<file path="src/tcs_pkg.sv">
`timescale 1ns / 1ps
// tcs_pkg: shared types, codes and helpers for the TCP connection sequencer.
// Used by tcs_front, tcs_back and tcp_connection_sequencer_core. No dependencies.
package tcs_pkg;

  // Input opcodes
  localparam logic [1:0] OP_OPEN    = 2'd0;
  localparam logic [1:0] OP_SEND    = 2'd1;
  localparam logic [1:0] OP_SEGMENT = 2'd2;

  // TCP flag bits
  localparam logic [7:0] FLAG_FIN = 8'h01;
  localparam logic [7:0] FLAG_SYN = 8'h02;
  localparam logic [7:0] FLAG_RST = 8'h04;
  localparam logic [7:0] FLAG_PSH = 8'h08;
  localparam logic [7:0] FLAG_ACK = 8'h10;

  // Reported connection state codes
  localparam logic [1:0] CS_NONE        = 2'd0;
  localparam logic [1:0] CS_OPENED      = 2'd1;
  localparam logic [1:0] CS_HANDSHAKE   = 2'd2;
  localparam logic [1:0] CS_ESTABLISHED = 2'd3;

  // Register map (byte address of initial_sequence)
  localparam int         ADDR_W                = 2;
  localparam logic [1:0] ADDR_INITIAL_SEQUENCE = 2'd0;

  // Connection state machine, one-hot
  typedef enum logic [3:0] {
    ST_NONE        = 4'b0001,
    ST_OPENED      = 4'b0010,
    ST_HANDSHAKE   = 4'b0100,
    ST_ESTABLISHED = 4'b1000
  } conn_state_t;

  // Class of a word as sorted by the front end
  typedef enum logic [2:0] {
    KIND_OPEN      = 3'd0,
    KIND_SEND      = 3'd1,
    KIND_SEGMENT   = 3'd2,
    KIND_MALFORMED = 3'd3,
    KIND_IGNORE    = 3'd4
  } kind_t;

  // Classified word passed from front to back
  typedef struct packed {
    kind_t       kind;
    logic        fin;
    logic        rst;
    logic        syn_ack;
    logic [31:0] rx_seq;
    logic [31:0] rx_ack;
    logic [15:0] rx_window;
    logic [15:0] data_length;
    logic [15:0] send_length;
  } front_word_t;

  // Result word
  typedef struct packed {
    logic        emit_segment;
    logic [7:0]  tx_flags;
    logic [31:0] tx_seq;
    logic [31:0] tx_ack;
    logic [15:0] tx_length;
    logic        deliver_data;
    logic [15:0] deliver_length;
    logic        send_accepted;
    logic        malformed;
    logic [1:0]  conn_state;
  } result_word_t;

  // Queue status seen by the back end
  typedef struct packed {
    logic in_empty;
    logic out_full;
  } back_status_t;

  function automatic logic [1:0] encode_state(input conn_state_t st);
    logic [1:0] code;
    case (st)
      ST_NONE:        code = CS_NONE;
      ST_OPENED:      code = CS_OPENED;
      ST_HANDSHAKE:   code = CS_HANDSHAKE;
      ST_ESTABLISHED: code = CS_ESTABLISHED;
      default:        code = CS_NONE;
    endcase
    return code;
  endfunction

endpackage

</file>
<file path="src/tcs_fifo.sv">
`timescale 1ns / 1ps
// tcs_fifo: small register-based word queue with push/full and pop/empty sides.
// Generic; no package dependencies.
module tcs_fifo #(
  parameter int WIDTH = 8,
  parameter int DEPTH = 2
) (
  input  logic             clk,
  input  logic             rst,
  input  logic             push,
  input  logic [WIDTH-1:0] wdata,
  output logic             full,
  input  logic             pop,
  output logic [WIDTH-1:0] rdata,
  output logic             empty
);

  localparam int PTR_W = (DEPTH > 1) ? $clog2(DEPTH) : 1;
  localparam int CNT_W = $clog2(DEPTH + 1);
  localparam logic [PTR_W-1:0] LAST = PTR_W'(DEPTH - 1);
  localparam logic [CNT_W-1:0] CNT_FULL = CNT_W'(DEPTH);

  logic [WIDTH-1:0] mem [DEPTH];
  logic [PTR_W-1:0] wr_ptr;
  logic [PTR_W-1:0] rd_ptr;
  logic [CNT_W-1:0] count;
  logic             do_push;
  logic             do_pop;

  assign full    = (count == CNT_FULL);
  assign empty   = (count == '0);
  assign do_push = push && !full;
  assign do_pop  = pop && !empty;
  assign rdata   = mem[rd_ptr];

  // storage
  always_ff @(posedge clk) begin
    if (do_push) begin
      mem[wr_ptr] <= wdata;
    end
  end

  // pointers and fill count
  always_ff @(posedge clk) begin
    if (rst) begin
      wr_ptr <= '0;
      rd_ptr <= '0;
      count  <= '0;
    end else begin
      if (do_push) begin
        wr_ptr <= (wr_ptr == LAST) ? '0 : wr_ptr + 1'b1;
      end
      if (do_pop) begin
        rd_ptr <= (rd_ptr == LAST) ? '0 : rd_ptr + 1'b1;
      end
      if (do_push && !do_pop) begin
        count <= count + 1'b1;
      end else if (do_pop && !do_push) begin
        count <= count - 1'b1;
      end
    end
  end

endmodule

</file>
<file path="src/tcs_front.sv">
`timescale 1ns / 1ps
// tcs_front: sorts each incoming word by opcode, checks header length, and
// precomputes flag tests and data length. Depends on tcs_pkg.
module tcs_front (
  input  logic                 [1:0]  opcode,
  input  logic                 [7:0]  rx_flags,
  input  logic                 [31:0] rx_seq,
  input  logic                 [31:0] rx_ack,
  input  logic                 [15:0] rx_window,
  input  logic                 [3:0]  rx_header_words,
  input  logic                 [15:0] rx_length,
  input  logic                 [15:0] send_length,
  output tcs_pkg::front_word_t        word
);

  logic [15:0] header_bytes;
  logic        too_short;

  assign header_bytes = {10'd0, rx_header_words, 2'b00};
  assign too_short    = header_bytes > rx_length;

  // classification
  always_comb begin
    word.rx_seq      = rx_seq;
    word.rx_ack      = rx_ack;
    word.rx_window   = rx_window;
    word.send_length = send_length;
    word.data_length = rx_length - header_bytes;
    word.fin         = |(rx_flags & tcs_pkg::FLAG_FIN);
    word.rst         = |(rx_flags & tcs_pkg::FLAG_RST);
    word.syn_ack     = (|(rx_flags & tcs_pkg::FLAG_SYN)) && (|(rx_flags & tcs_pkg::FLAG_ACK));
    case (opcode)
      tcs_pkg::OP_OPEN:    word.kind = tcs_pkg::KIND_OPEN;
      tcs_pkg::OP_SEND:    word.kind = tcs_pkg::KIND_SEND;
      tcs_pkg::OP_SEGMENT: word.kind = too_short ? tcs_pkg::KIND_MALFORMED
                                                 : tcs_pkg::KIND_SEGMENT;
      default:             word.kind = tcs_pkg::KIND_IGNORE;
    endcase
  end

endmodule

</file>
<file path="src/tcs_back.sv">
`timescale 1ns / 1ps
// tcs_back: connection FSM and sequence counters; runs one classified
// word per cycle into a result word unless stalled. Depends on tcs_pkg.
module tcs_back (
  input  logic                          clk,
  input  logic                          rst,
  input  logic                   [31:0] initial_sequence,
  input  tcs_pkg::back_status_t         status,
  input  tcs_pkg::front_word_t          word,
  output logic                          take,
  output tcs_pkg::result_word_t         result
);

  tcs_pkg::conn_state_t state;
  tcs_pkg::conn_state_t state_next;
  logic [31:0] send_next;
  logic [31:0] send_next_next;
  logic [31:0] receive_next;
  logic [31:0] receive_next_next;
  logic [31:0] rst_offset;
  logic        rst_in_window;
  logic [31:0] rcv_plus_one;
  logic [31:0] rcv_plus_data;
  logic [31:0] seq_plus_one;

  assign take          = !status.in_empty && !status.out_full;
  assign rst_offset    = word.rx_seq - receive_next;
  assign rst_in_window = rst_offset < {16'd0, word.rx_window};
  assign rcv_plus_one  = receive_next + 32'd1;
  assign rcv_plus_data = receive_next + {16'd0, word.data_length};
  assign seq_plus_one  = word.rx_seq + 32'd1;

  // per-word decision
  always_comb begin
    state_next        = state;
    send_next_next    = send_next;
    receive_next_next = receive_next;
    result            = '0;
    case (word.kind)
      tcs_pkg::KIND_OPEN: begin
        state_next        = tcs_pkg::ST_OPENED;
        send_next_next    = initial_sequence;
        receive_next_next = '0;
      end
      tcs_pkg::KIND_SEND: begin
        if (state == tcs_pkg::ST_OPENED) begin
          result.emit_segment  = 1'b1;
          result.tx_flags      = tcs_pkg::FLAG_SYN;
          result.tx_seq        = send_next;
          result.send_accepted = 1'b1;
          send_next_next       = send_next + 32'd1;
          state_next           = tcs_pkg::ST_HANDSHAKE;
        end else if (state == tcs_pkg::ST_ESTABLISHED) begin
          result.emit_segment  = 1'b1;
          result.tx_flags      = tcs_pkg::FLAG_ACK | tcs_pkg::FLAG_PSH;
          result.tx_seq        = send_next;
          result.tx_ack        = receive_next;
          result.tx_length     = word.send_length;
          result.send_accepted = 1'b1;
          send_next_next       = send_next + {16'd0, word.send_length};
        end
      end
      tcs_pkg::KIND_MALFORMED: begin
        result.malformed = 1'b1;
      end
      tcs_pkg::KIND_SEGMENT: begin
        if (state == tcs_pkg::ST_NONE) begin
          // no connection: dropped
        end else if (word.fin) begin
          receive_next_next   = rcv_plus_one;
          result.emit_segment = 1'b1;
          result.tx_flags     = tcs_pkg::FLAG_ACK;
          result.tx_seq       = send_next;
          result.tx_ack       = rcv_plus_one;
          state_next          = tcs_pkg::ST_NONE;
        end else if (word.rst) begin
          if (rst_in_window) begin
            state_next = tcs_pkg::ST_NONE;
          end
        end else if (state == tcs_pkg::ST_HANDSHAKE) begin
          if (word.syn_ack && (word.rx_ack == send_next)) begin
            receive_next_next   = seq_plus_one;
            result.emit_segment = 1'b1;
            result.tx_flags     = tcs_pkg::FLAG_ACK;
            result.tx_seq       = send_next;
            result.tx_ack       = seq_plus_one;
            state_next          = tcs_pkg::ST_ESTABLISHED;
          end
        end else if (state == tcs_pkg::ST_ESTABLISHED) begin
          if (word.data_length != '0) begin
            result.emit_segment = 1'b1;
            result.tx_flags     = tcs_pkg::FLAG_ACK;
            result.tx_seq       = send_next;
            if (word.rx_seq == receive_next) begin
              receive_next_next     = rcv_plus_data;
              result.deliver_data   = 1'b1;
              result.deliver_length = word.data_length;
              result.tx_ack         = rcv_plus_data;
            end else begin
              // out of order: duplicate ACK
              result.tx_ack = receive_next;
            end
          end
        end
      end
      default: begin
      end
    endcase
    result.conn_state = tcs_pkg::encode_state(state_next);
  end

  // connection registers
  always_ff @(posedge clk) begin
    if (rst) begin
      state        <= tcs_pkg::ST_NONE;
      send_next    <= '0;
      receive_next <= '0;
    end else if (take) begin
      state        <= state_next;
      send_next    <= send_next_next;
      receive_next <= receive_next_next;
    end
  end

endmodule

</file>
<file path="src/tcp_connection_sequencer_core.sv">
`timescale 1ns / 1ps
// TCP connection sequencer core: client-side state machine of one TCP
// connection. Takes one word per clock unless full (open, send request or received
// segment header) and returns exactly one result word for each, in order.
// A word is classified on its way into a short queue, executed against the
// connection state when the back end takes it, and its result word is queued
// for the result ports. The state update (32-bit adds and a window compare)
// is combinational, so the sustained rate is one word per cycle while the
// result side keeps popping.
// Either side may stall independently; the queues absorb the difference.
// initial_sequence sits at byte address 0 of the APB port and is loaded on open.
// Depends on tcs_pkg, tcs_fifo, tcs_front and tcs_back.
module tcp_connection_sequencer_core #(
  parameter int MID_DEPTH = 2,
  parameter int OUT_DEPTH = 2
) (
  input  logic                       clk,
  input  logic                       rst,
  // configuration
  input  logic                       psel,
  input  logic                       penable,
  input  logic                       pwrite,
  input  logic [tcs_pkg::ADDR_W-1:0] paddr,
  input  logic [31:0]                pwdata,
  output logic [31:0]                prdata,
  output logic                       pready,
  // input words
  input  logic                       push,
  output logic                       full,
  input  logic [1:0]                 opcode,
  input  logic [7:0]                 rx_flags,
  input  logic [31:0]                rx_seq,
  input  logic [31:0]                rx_ack,
  input  logic [15:0]                rx_window,
  input  logic [3:0]                 rx_header_words,
  input  logic [15:0]                rx_length,
  input  logic [15:0]                send_length,
  // result words
  output logic                       empty,
  input  logic                       pop,
  output logic                       emit_segment,
  output logic [7:0]                 tx_flags,
  output logic [31:0]                tx_seq,
  output logic [31:0]                tx_ack,
  output logic [15:0]                tx_length,
  output logic                       deliver_data,
  output logic [15:0]                deliver_length,
  output logic                       send_accepted,
  output logic                       malformed,
  output logic [1:0]                 conn_state
);

  localparam int FW_W = $bits(tcs_pkg::front_word_t);
  localparam int RW_W = $bits(tcs_pkg::result_word_t);

  logic [31:0]           initial_sequence;
  tcs_pkg::front_word_t  front_word;
  tcs_pkg::front_word_t  mid_word;
  tcs_pkg::result_word_t back_result;
  tcs_pkg::result_word_t out_word;
  tcs_pkg::back_status_t back_status;
  logic [FW_W-1:0]       mid_rdata;
  logic [RW_W-1:0]       out_rdata;
  logic                  mid_empty;
  logic                  out_full;
  logic                  back_take;
  logic                  reg_hit;

  // configuration register
  assign pready  = 1'b1;
  assign reg_hit = (paddr == tcs_pkg::ADDR_INITIAL_SEQUENCE);
  assign prdata  = reg_hit ? initial_sequence : '0;

  always_ff @(posedge clk) begin
    if (rst) begin
      initial_sequence <= '0;
    end else if (psel && penable && pwrite && pready && reg_hit) begin
      initial_sequence <= pwdata;
    end
  end

  // front end: classify
  tcs_front u_front (
    .opcode          (opcode),
    .rx_flags        (rx_flags),
    .rx_seq          (rx_seq),
    .rx_ack          (rx_ack),
    .rx_window       (rx_window),
    .rx_header_words (rx_header_words),
    .rx_length       (rx_length),
    .send_length     (send_length),
    .word            (front_word)
  );

  // queue between front and back
  tcs_fifo #(
    .WIDTH (FW_W),
    .DEPTH (MID_DEPTH)
  ) u_mid_fifo (
    .clk   (clk),
    .rst   (rst),
    .push  (push),
    .wdata (front_word),
    .full  (full),
    .pop   (back_take),
    .rdata (mid_rdata),
    .empty (mid_empty)
  );

  assign mid_word             = tcs_pkg::front_word_t'(mid_rdata);
  assign back_status.in_empty = mid_empty;
  assign back_status.out_full = out_full;

  // back end: execute
  tcs_back u_back (
    .clk              (clk),
    .rst              (rst),
    .initial_sequence (initial_sequence),
    .status           (back_status),
    .word             (mid_word),
    .take             (back_take),
    .result           (back_result)
  );

  // result queue
  tcs_fifo #(
    .WIDTH (RW_W),
    .DEPTH (OUT_DEPTH)
  ) u_out_fifo (
    .clk   (clk),
    .rst   (rst),
    .push  (back_take),
    .wdata (back_result),
    .full  (out_full),
    .pop   (pop),
    .rdata (out_rdata),
    .empty (empty)
  );

  assign out_word       = tcs_pkg::result_word_t'(out_rdata);
  assign emit_segment   = out_word.emit_segment;
  assign tx_flags       = out_word.tx_flags;
  assign tx_seq         = out_word.tx_seq;
  assign tx_ack         = out_word.tx_ack;
  assign tx_length      = out_word.tx_length;
  assign deliver_data   = out_word.deliver_data;
  assign deliver_length = out_word.deliver_length;
  assign send_accepted  = out_word.send_accepted;
  assign malformed      = out_word.malformed;
  assign conn_state     = out_word.conn_state;

endmodule

</file>
<file path="config.mk">
export PLATFORM = sky130hd
export DESIGN_NAME = tcp_connection_sequencer_core
export DESIGN_NICKNAME = d
export VERILOG_FILES = /design/src/tcs_pkg.sv /design/src/tcs_fifo.sv /design/src/tcs_front.sv /design/src/tcs_back.sv /design/src/tcp_connection_sequencer_core.sv
export SDC_FILE = /design/constraint.sdc
export NUM_CORES = 1
export LEC_CHECK = 0
export BUFFER_PORTS_ARGS = -buffer_cell sky130_fd_sc_hd__buf_2
export CORE_MARGIN = 8
export CORE_UTILIZATION = 35
export DETAILED_ROUTE_END_ITERATION = 8
export SYNTH_ARGS = -nofsm -noshare
export SYNTH_HDL_FRONTEND = slang
export SYNTH_SLANG_ARGS = --single-unit
</file>
<file path="constraint.sdc">
create_clock -name clk -period 6.4 [get_ports clk]
set_clock_uncertainty 0.05 [all_clocks]
set_input_delay 0.96 -clock clk [delete_from_list [all_inputs] [get_ports clk]]
set_output_delay 0.96 -clock clk [all_outputs]
set_load 0.02 [all_outputs]
</file>
==> impl_metrics.ini, run 1 <==
[timing]
hold_viol = 0
setup_viol = 0
max_freq_ghz = 0.173
slew_violations = 0
period_needed_ns = 5.77
fin_crit_sh_pct = 90.1
rsz0062_at_grt = no
worst_pin_slew_ns = 1.14
fin_ws_ns = 0.632
fin_tns_setup_ns = 0
relSlewSlack_pct = 23.9

[synthesis]
ys_async_sr_fraction_pct = 0
avgSynthCellArea_um2 = 11.6
seq_area_frac_synth_pct = 54.8
synthCells = 2460
ys_ff_latch = 556
synth-main-ff-cell = edfxtp_1
synth_area_um2 = 28400
yosysWarnings = 0
yosysUniqueCellTypes = 99
synth_edf_count = 446

[layout]
stdcell_area_um2 = 33100
fillers = 7671
multiInputGateArea_um2 = 11900
finalNetCount = 3004
synthToLayoutAreaGrowth_pct = 16.4
final_cells = 3861
drive_above_1_share_pct = 21.9
seqCellArea_um2 = 15600

[hold_path]
hold_path_depth = 1
hold_end = u_mid_fifo.mem[1][58]$_DFFE_PP_
worstHoldStart = rx_ack[10]
hold_class = in2reg

[placed_design]
port_buffers = 301
place_inst = 3742
place_area_um2 = 31100
hpwl_um = 63400
post-place-ws_ns = 0.586
gp_congestion = 0.874

[die]
dieArea_um2 = 90700
initial_core_util_pct = 35.3
ios = 312
fp-row-count = 104
die_h_um = 301
die_x_um = 301
core-area_um2 = 80500

[run]
max-cap-violations = 0

[clock_network]
cts_setup_buffers = 0
cts_tree = yes
root_buffer = clkbuf_16
cts_resized = 0
clock_latency_ns = 0.67
clock_path_buffers = 3
cts-buffers-inserted = 61
clkSinkCount = 556
cts.clk_slew.worst_paths_ns = 0.06
ctsHoldBuffers = 0
htreeDepth = 2

[critical_path]
cp-start-kind = flip-flop
r2r_slack_ns = 0.63
critical_path_required_ns = 6.79
cp.arrival_ns = 6.16
path_max_fanout = 28
reg2regPathDepth = 21
reg2reg_to = u_out_fifo.mem[0][0]$_DFFE_PP_
end_kind = flip-flop
worstSetupPathType = reg2reg

[pwr]
ir_drop_mv = 0.306
p_leak_uw = 0.0122
total_power_uw = 13700
power_density_nw_per_um2 = 413

[global_route]
antenna_found_initial = 7
grt_pass1_vias = 20631
overflow = 0
grt_pass1_wl_um = 127000
track_usage_pct = 18.1
grt_max_degree = 115

[drt]
vias_per_cell = 5.31
routed-via-count = 20485
ant_nets = 0
drt-total-wl_um = 85600
remaining_drc_errors = 0
wl_per_cell_um = 22.2
drt_pre_antenna_iters = 6
drt_iter0_markers = 1423

[status]
status = finished, final reports clean
## cell usage in the layout (no fill, tap or decap), types with 15 or more instances in the layout
master,netlist,routed
inv_1,93,93
buf_2,14,300
buf_4,9,41
dfxtp_1,110,108
a21oi_1,145,145
or3_1,15,15
a21o_1,35,35
and3_1,21,20
xor2_1,40,40
a22o_1,18,18
nand2_1,194,194
nor2_1,173,169
xnor2_1,102,102
nand4_1,28,28
nor2b_1,29,29
nor4_1,18,18
nor3_1,42,42
a31oi_1,16,16
clkbuf_1,83,23
nand3_1,51,51
edfxtp_1,446,446
o22ai_1,29,29
clkbuf_16,0,61
o21a_1,18,18
ha_1,88,88
mux2_2,128,128
o21ai_0,83,83
mux2i_1,104,104
and2_1,82,81
a211oi_1,19,19
## per-stage QoR
step	hold slack (ns)	utilization, %
after global placement	0.420	38.6
after detailed placement	0.429	38.6
after floorplan	0.390	-
after global routing	0.399	41.1
final	0.427	41.1
after CTS	0.387	41.1
## flip-flops by register name (all words and copies together), names as in the netlist, named ones only
name / flops
u_back.state: 4
u_out_fifo.mem: 210
u_out_fifo.count: 2
u_mid_fifo.rd_ptr: 1
u_back.send_next: 32
u_mid_fifo.wr_ptr: 1
u_out_fifo.wr_ptr: 1
u_mid_fifo.mem: 236
initial_sequence: 32
u_out_fifo.rd_ptr: 1
u_back.receive_next: 32
u_mid_fifo.count: 2
## cells by family after synthesis
group / after synthesis / synth area share, %
AND/OR/NAND/NOR: 721 / 12.8
flip-flops: 556 / 54.8
AO/OA/AOI/OAI: 493 / 11.5
multiplexers: 235 / 8.90
buffers and inverters: 219 / 3.42
XOR/XNOR: 142 / 4.37
adder cells (fa/ha/maj): 92 / 4.15
other: 2 / 0.0264
## layout make-up
cell class	count	share of cell area [%]
antenna	3	0.0227
clock buffer	92	5.20
clock inverter	24	0.945
inverter	95	1.08
multi-input combinational	1689	36.1
sequential	556	47.1
tap	1060	4.01
timing repair buffer	342	5.53
## cell usage after synthesis, drive strengths merged, types with 13 or more instances
master,n,area [µm²]
mux2,128,1440
edfxtp,446,13400
and2,82,513
nand2,194,728
and3,21,131
xnor2,102,893
o22ai,29,181
ha,88,1100
nor4,23,184
a21o,35,263
clkbuf,83,312
dfxtp,110,2200
a21oi,147,743
nor2,173,649
a211oi,20,155
xor2,40,350
nand4,29,188
nor2b,31,209
nand3,52,265
buf,41,304
a22o,18,158
a31oi,16,100
o21a,18,135
mux2i,107,1090
nor3,45,246
or3,17,116
o21ai,84,420
inv,94,353
nand2b,13,81.3
## where the power goes
| group | total (µW) | internal (µW) | switching, µW |
|---|---|---|---|
| clock network | 3500 | 2030 | 1470 |
| registers | 5130 | 4790 | 337 |
| logic | 5040 | 1830 | 3210 |
## critical path, cell delays in order (launching register included)
cell and delay [ns]:
dfxtp_4 0.57, mux2_2 0.44, ha_1 0.41, nand4_1 0.12
a21oi_1 0.26, o2111ai_1 0.21, a21boi_0 0.34, o21a_1 0.16
nor2_1 0.05, xnor2_1 0.18, ha_1 0.27, inv_1 0.06
o22ai_1 0.07, or4_1 0.47, a2111oi_0 0.54, and3_1 0.25
o2111a_1 0.19, o2111ai_1 0.16, nor4_4 0.24, buf_4 0.24
nor2_1 0.06, a211oi_1 0.23
## worst max path at each step
stage,start,endpoint,cells after the start
after global placement,flip-flop,u_out_fifo.mem[0][0]$_DFFE_PP_,21
after floorplan,flip-flop,u_out_fifo.mem[0][0]$_DFFE_PP_,27
after detailed placement,flip-flop,u_out_fifo.mem[1][0]$_DFFE_PP_,21
after CTS,flip-flop,u_out_fifo.mem[0][0]$_DFFE_PP_,21
after global routing,flip-flop,u_out_fifo.mem[0][0]$_DFFE_PP_,21
final,flip-flop,u_out_fifo.mem[0][0]$_DFFE_PP_,21
## routing by layer
metal  GRT usage, %  share of wire [%]
met1           23.7                 43
met2           29.6                 47
met3           3.80                7.0
met4           6.27                3.4
met5              0              0.026
No activity file was read; power rests on OpenSTA's default activity.
==> inputs of run 2 (changes only) <==
--- a/config.mk
+++ b/config.mk
@@ -6,9 +6,13 @@
 export NUM_CORES = 1
 export LEC_CHECK = 0
 export BUFFER_PORTS_ARGS = -buffer_cell sky130_fd_sc_hd__buf_2
+export CELL_PAD_IN_SITES_DETAIL_PLACEMENT = 0
+export CELL_PAD_IN_SITES_GLOBAL_PLACEMENT = 1
 export CORE_MARGIN = 8
 export CORE_UTILIZATION = 35
 export DETAILED_ROUTE_END_ITERATION = 8
+export GPL_TIMING_DRIVEN = 0
+export PLACE_DENSITY_LB_ADDON = 0.1
 export SYNTH_ARGS = -nofsm -noshare
 export SYNTH_HDL_FRONTEND = slang
 export SYNTH_SLANG_ARGS = --single-unit
==> run 2 against run 1 <==
Power grew 1.2%; fmax shrank 5.2%; largest cell class unchanged; critical path depth grew 7; global-route usage grew 2.3 points.
==> impl_metrics.ini, run 2 (synthesis results as in run 1) <==
[pwr]
p_leak_uw = 0.0123
ir_drop_mv = 0.221
total_power_uw = 13800
power_density_nw_per_um2 = 410

[timing]
setup_viol = 0
period_needed_ns = 6.08
slew_violations = 0
fin_crit_sh_pct = 95.0
relSlewSlack_pct = 14.0
worst_pin_slew_ns = 1.27
max_freq_ghz = 0.164
fin_ws_ns = 0.317
hold_viol = 0

[global_route]
grt_pass1_vias = 21246
grt_max_degree = 55
overflow = 0
grt_pass1_wl_um = 139000
track_usage_pct = 20.3
antenna_found_initial = 10

[layout]
final_common_cell = edfxtp_1
drive_above_1_share_pct = 21.7
top_regs = u_mid_fifo.mem: 236 flops, u_out_fifo.mem: 210 flops
synthToLayoutAreaGrowth_pct = 18.7
fillers = 7713
fin_util_pct = 41.9
layout_common_cells = edfxtp_1 (446), buf_2 (312), nand2_1 (194)
largest-register = u_mid_fifo.mem
finalNetCount = 3106
largest_register_ffs = 236

[critical_path]
reg2reg_to = u_back.state[0]$_SDFFE_PP1P_
end_kind = flip-flop
cp.arrival_ns = 6.58
path_max_fanout = 10
crit_family = compound AO/OA/AOI/OAI gates
critPathSlowestCell = or4_4
r2r_slack_ns = 0.32
worstSetupPathType = reg2reg
critical_path_required_ns = 6.89
crit_path_max_incr_delay_ns = 0.51
cp-start-kind = flip-flop
cpMostUsedCell = buf_12
cp.buffers_inverters = 9
reg2regPathDepth = 28

[clock_network]
clock_latency_ns = 0.66
cts.clk_slew.worst_paths_ns = 0.06
cts-buffers-inserted = 60
clock_path_buffers = 3
htreeDepth = 2
cts_tree = yes
clkSinkCount = 556
root_buffer = clkbuf_16
ctsHoldBuffers = 0

[die]
die_x_um = 301
ios = 312
initial_core_util_pct = 35.3
core-area_um2 = 80500
die_h_um = 301
dieArea_um2 = 90700
fp-row-count = 104

[drt]
wl_per_cell_um = 24.1
drt_iter0_markers = 1532
drt-total-wl_um = 95500
routed-via-count = 21046
vias_per_cell = 5.32
drt_pre_antenna_iters = 7
ant_nets = 0
remaining_drc_errors = 0

[hold_path]
hold_class = reg2reg
hold_end = initial_sequence[19]$_SDFFE_PP0P_
hold_path_depth = 2
worstHoldStart = initial_sequence[19]$_SDFFE_PP0P_

[run]
max-cap-violations = 0

[placed_design]
post-place-ws_ns = -1.56
port_buffers = 301
gp_congestion = 0.874
hpwl_um = 74400

[status]
status = finished, final reports clean
## run 2: changes by cell type in the layout (fill, tap and decap cells not counted), moves of 8 or more
cell	before	now
clkbuf_1	23	97
clkinv_1	3	18
clkbuf_8	8	0
buf_2	300	312
buf_12	1	12
buf_4	41	17
## run 2: cell type report
cell class / count / area [µm²] / share of cell area [%]
repair buffers: 323 / 1840 / 5.46
clock buffers: 75 / 1580 / 4.68
diodes: 6 / 15.0 / 0.0445
flip-flops and latches: 556 / 15600 / 46.2
multi-input cells: 1689 / 12100 / 35.9
well taps: 1060 / 1330 / 3.93
clock inverters: 33 / 250 / 0.741
inverters: 95 / 357 / 1.06
plain buffers: 122 / 671 / 1.99
## run 2: report_power, final
part           switching, µW  internal (µW)
sequential               267           4780
combinational           3480           2020
clock                   1470           1820
total                   5220           8620
## run 2: timing repair
action | 4_1_cts | 5_1_grt
cloned | 0 | 0
setup buffers | 4 | 6
endpoints found under the setup margin | 86 | 15
resized for setup | 29 | 30
pin swaps | 1 | 6
## run 2: worst max-delay path by stage
stage                                     startpoint                              to  slack, ns  cells after the start
finish                                     flip-flop    u_back.state[0]$_SDFFE_PP1P_       0.32                     28
global route                               flip-flop    u_back.state[0]$_SDFFE_PP1P_     -0.007                     28
CTS                                        flip-flop    u_back.state[0]$_SDFFE_PP1P_       0.01                     28
detailed placement                         flip-flop  u_out_fifo.mem[0][1]$_DFFE_PP_      -1.56                     27
global placement    u_out_fifo.count[0]$_SDFFE_PP0P_  u_out_fifo.mem[0][5]$_DFFE_PP_      -2.85                      2
floorplan                                  flip-flop  u_out_fifo.mem[0][0]$_DFFE_PP_       0.68                     27
## run 2: worst register-to-register path, delay by kind of cell (launching register included)
| family | cells | cell delay, ns |
|---|---|---|
| compound gates | 10 | 1.99 |
| xor+xnor | 1 | 0.14 |
| simple gates | 5 | 1.16 |
| mux | 1 | 0.39 |
| buf+inv | 9 | 1.32 |
| flops | 1 | 0.33 |
| fa+ha+maj | 2 | 0.61 |
## run 2: per-layer routing
| metal | up-vias | global-route usage, % | share of wire, % |
|---|---|---|---|
| li1 | 9900 | - | - |
| met1 | 10441 | 28.9 | 47 |
| met4 | 0 | 4.03 | 1.8 |
| met2 | 601 | 32.7 | 46 |
| met3 | 104 | 3.36 | 5.5 |
| met5 | - | 0 | 0 |
## run 2: stage by stage
stage               instances  setup TNS, ns  hold slack (ns)  cell area [µm²]
CTS                      3948              0            0.400            33500
global placement         3825        -463.71            0.413            31300
floorplan                2464              0            0.390            28500
global route             3955       -0.00675            0.408            33700
finish                   3959              0            0.422            33800
detailed placement       3837         -57.00            0.414            31600
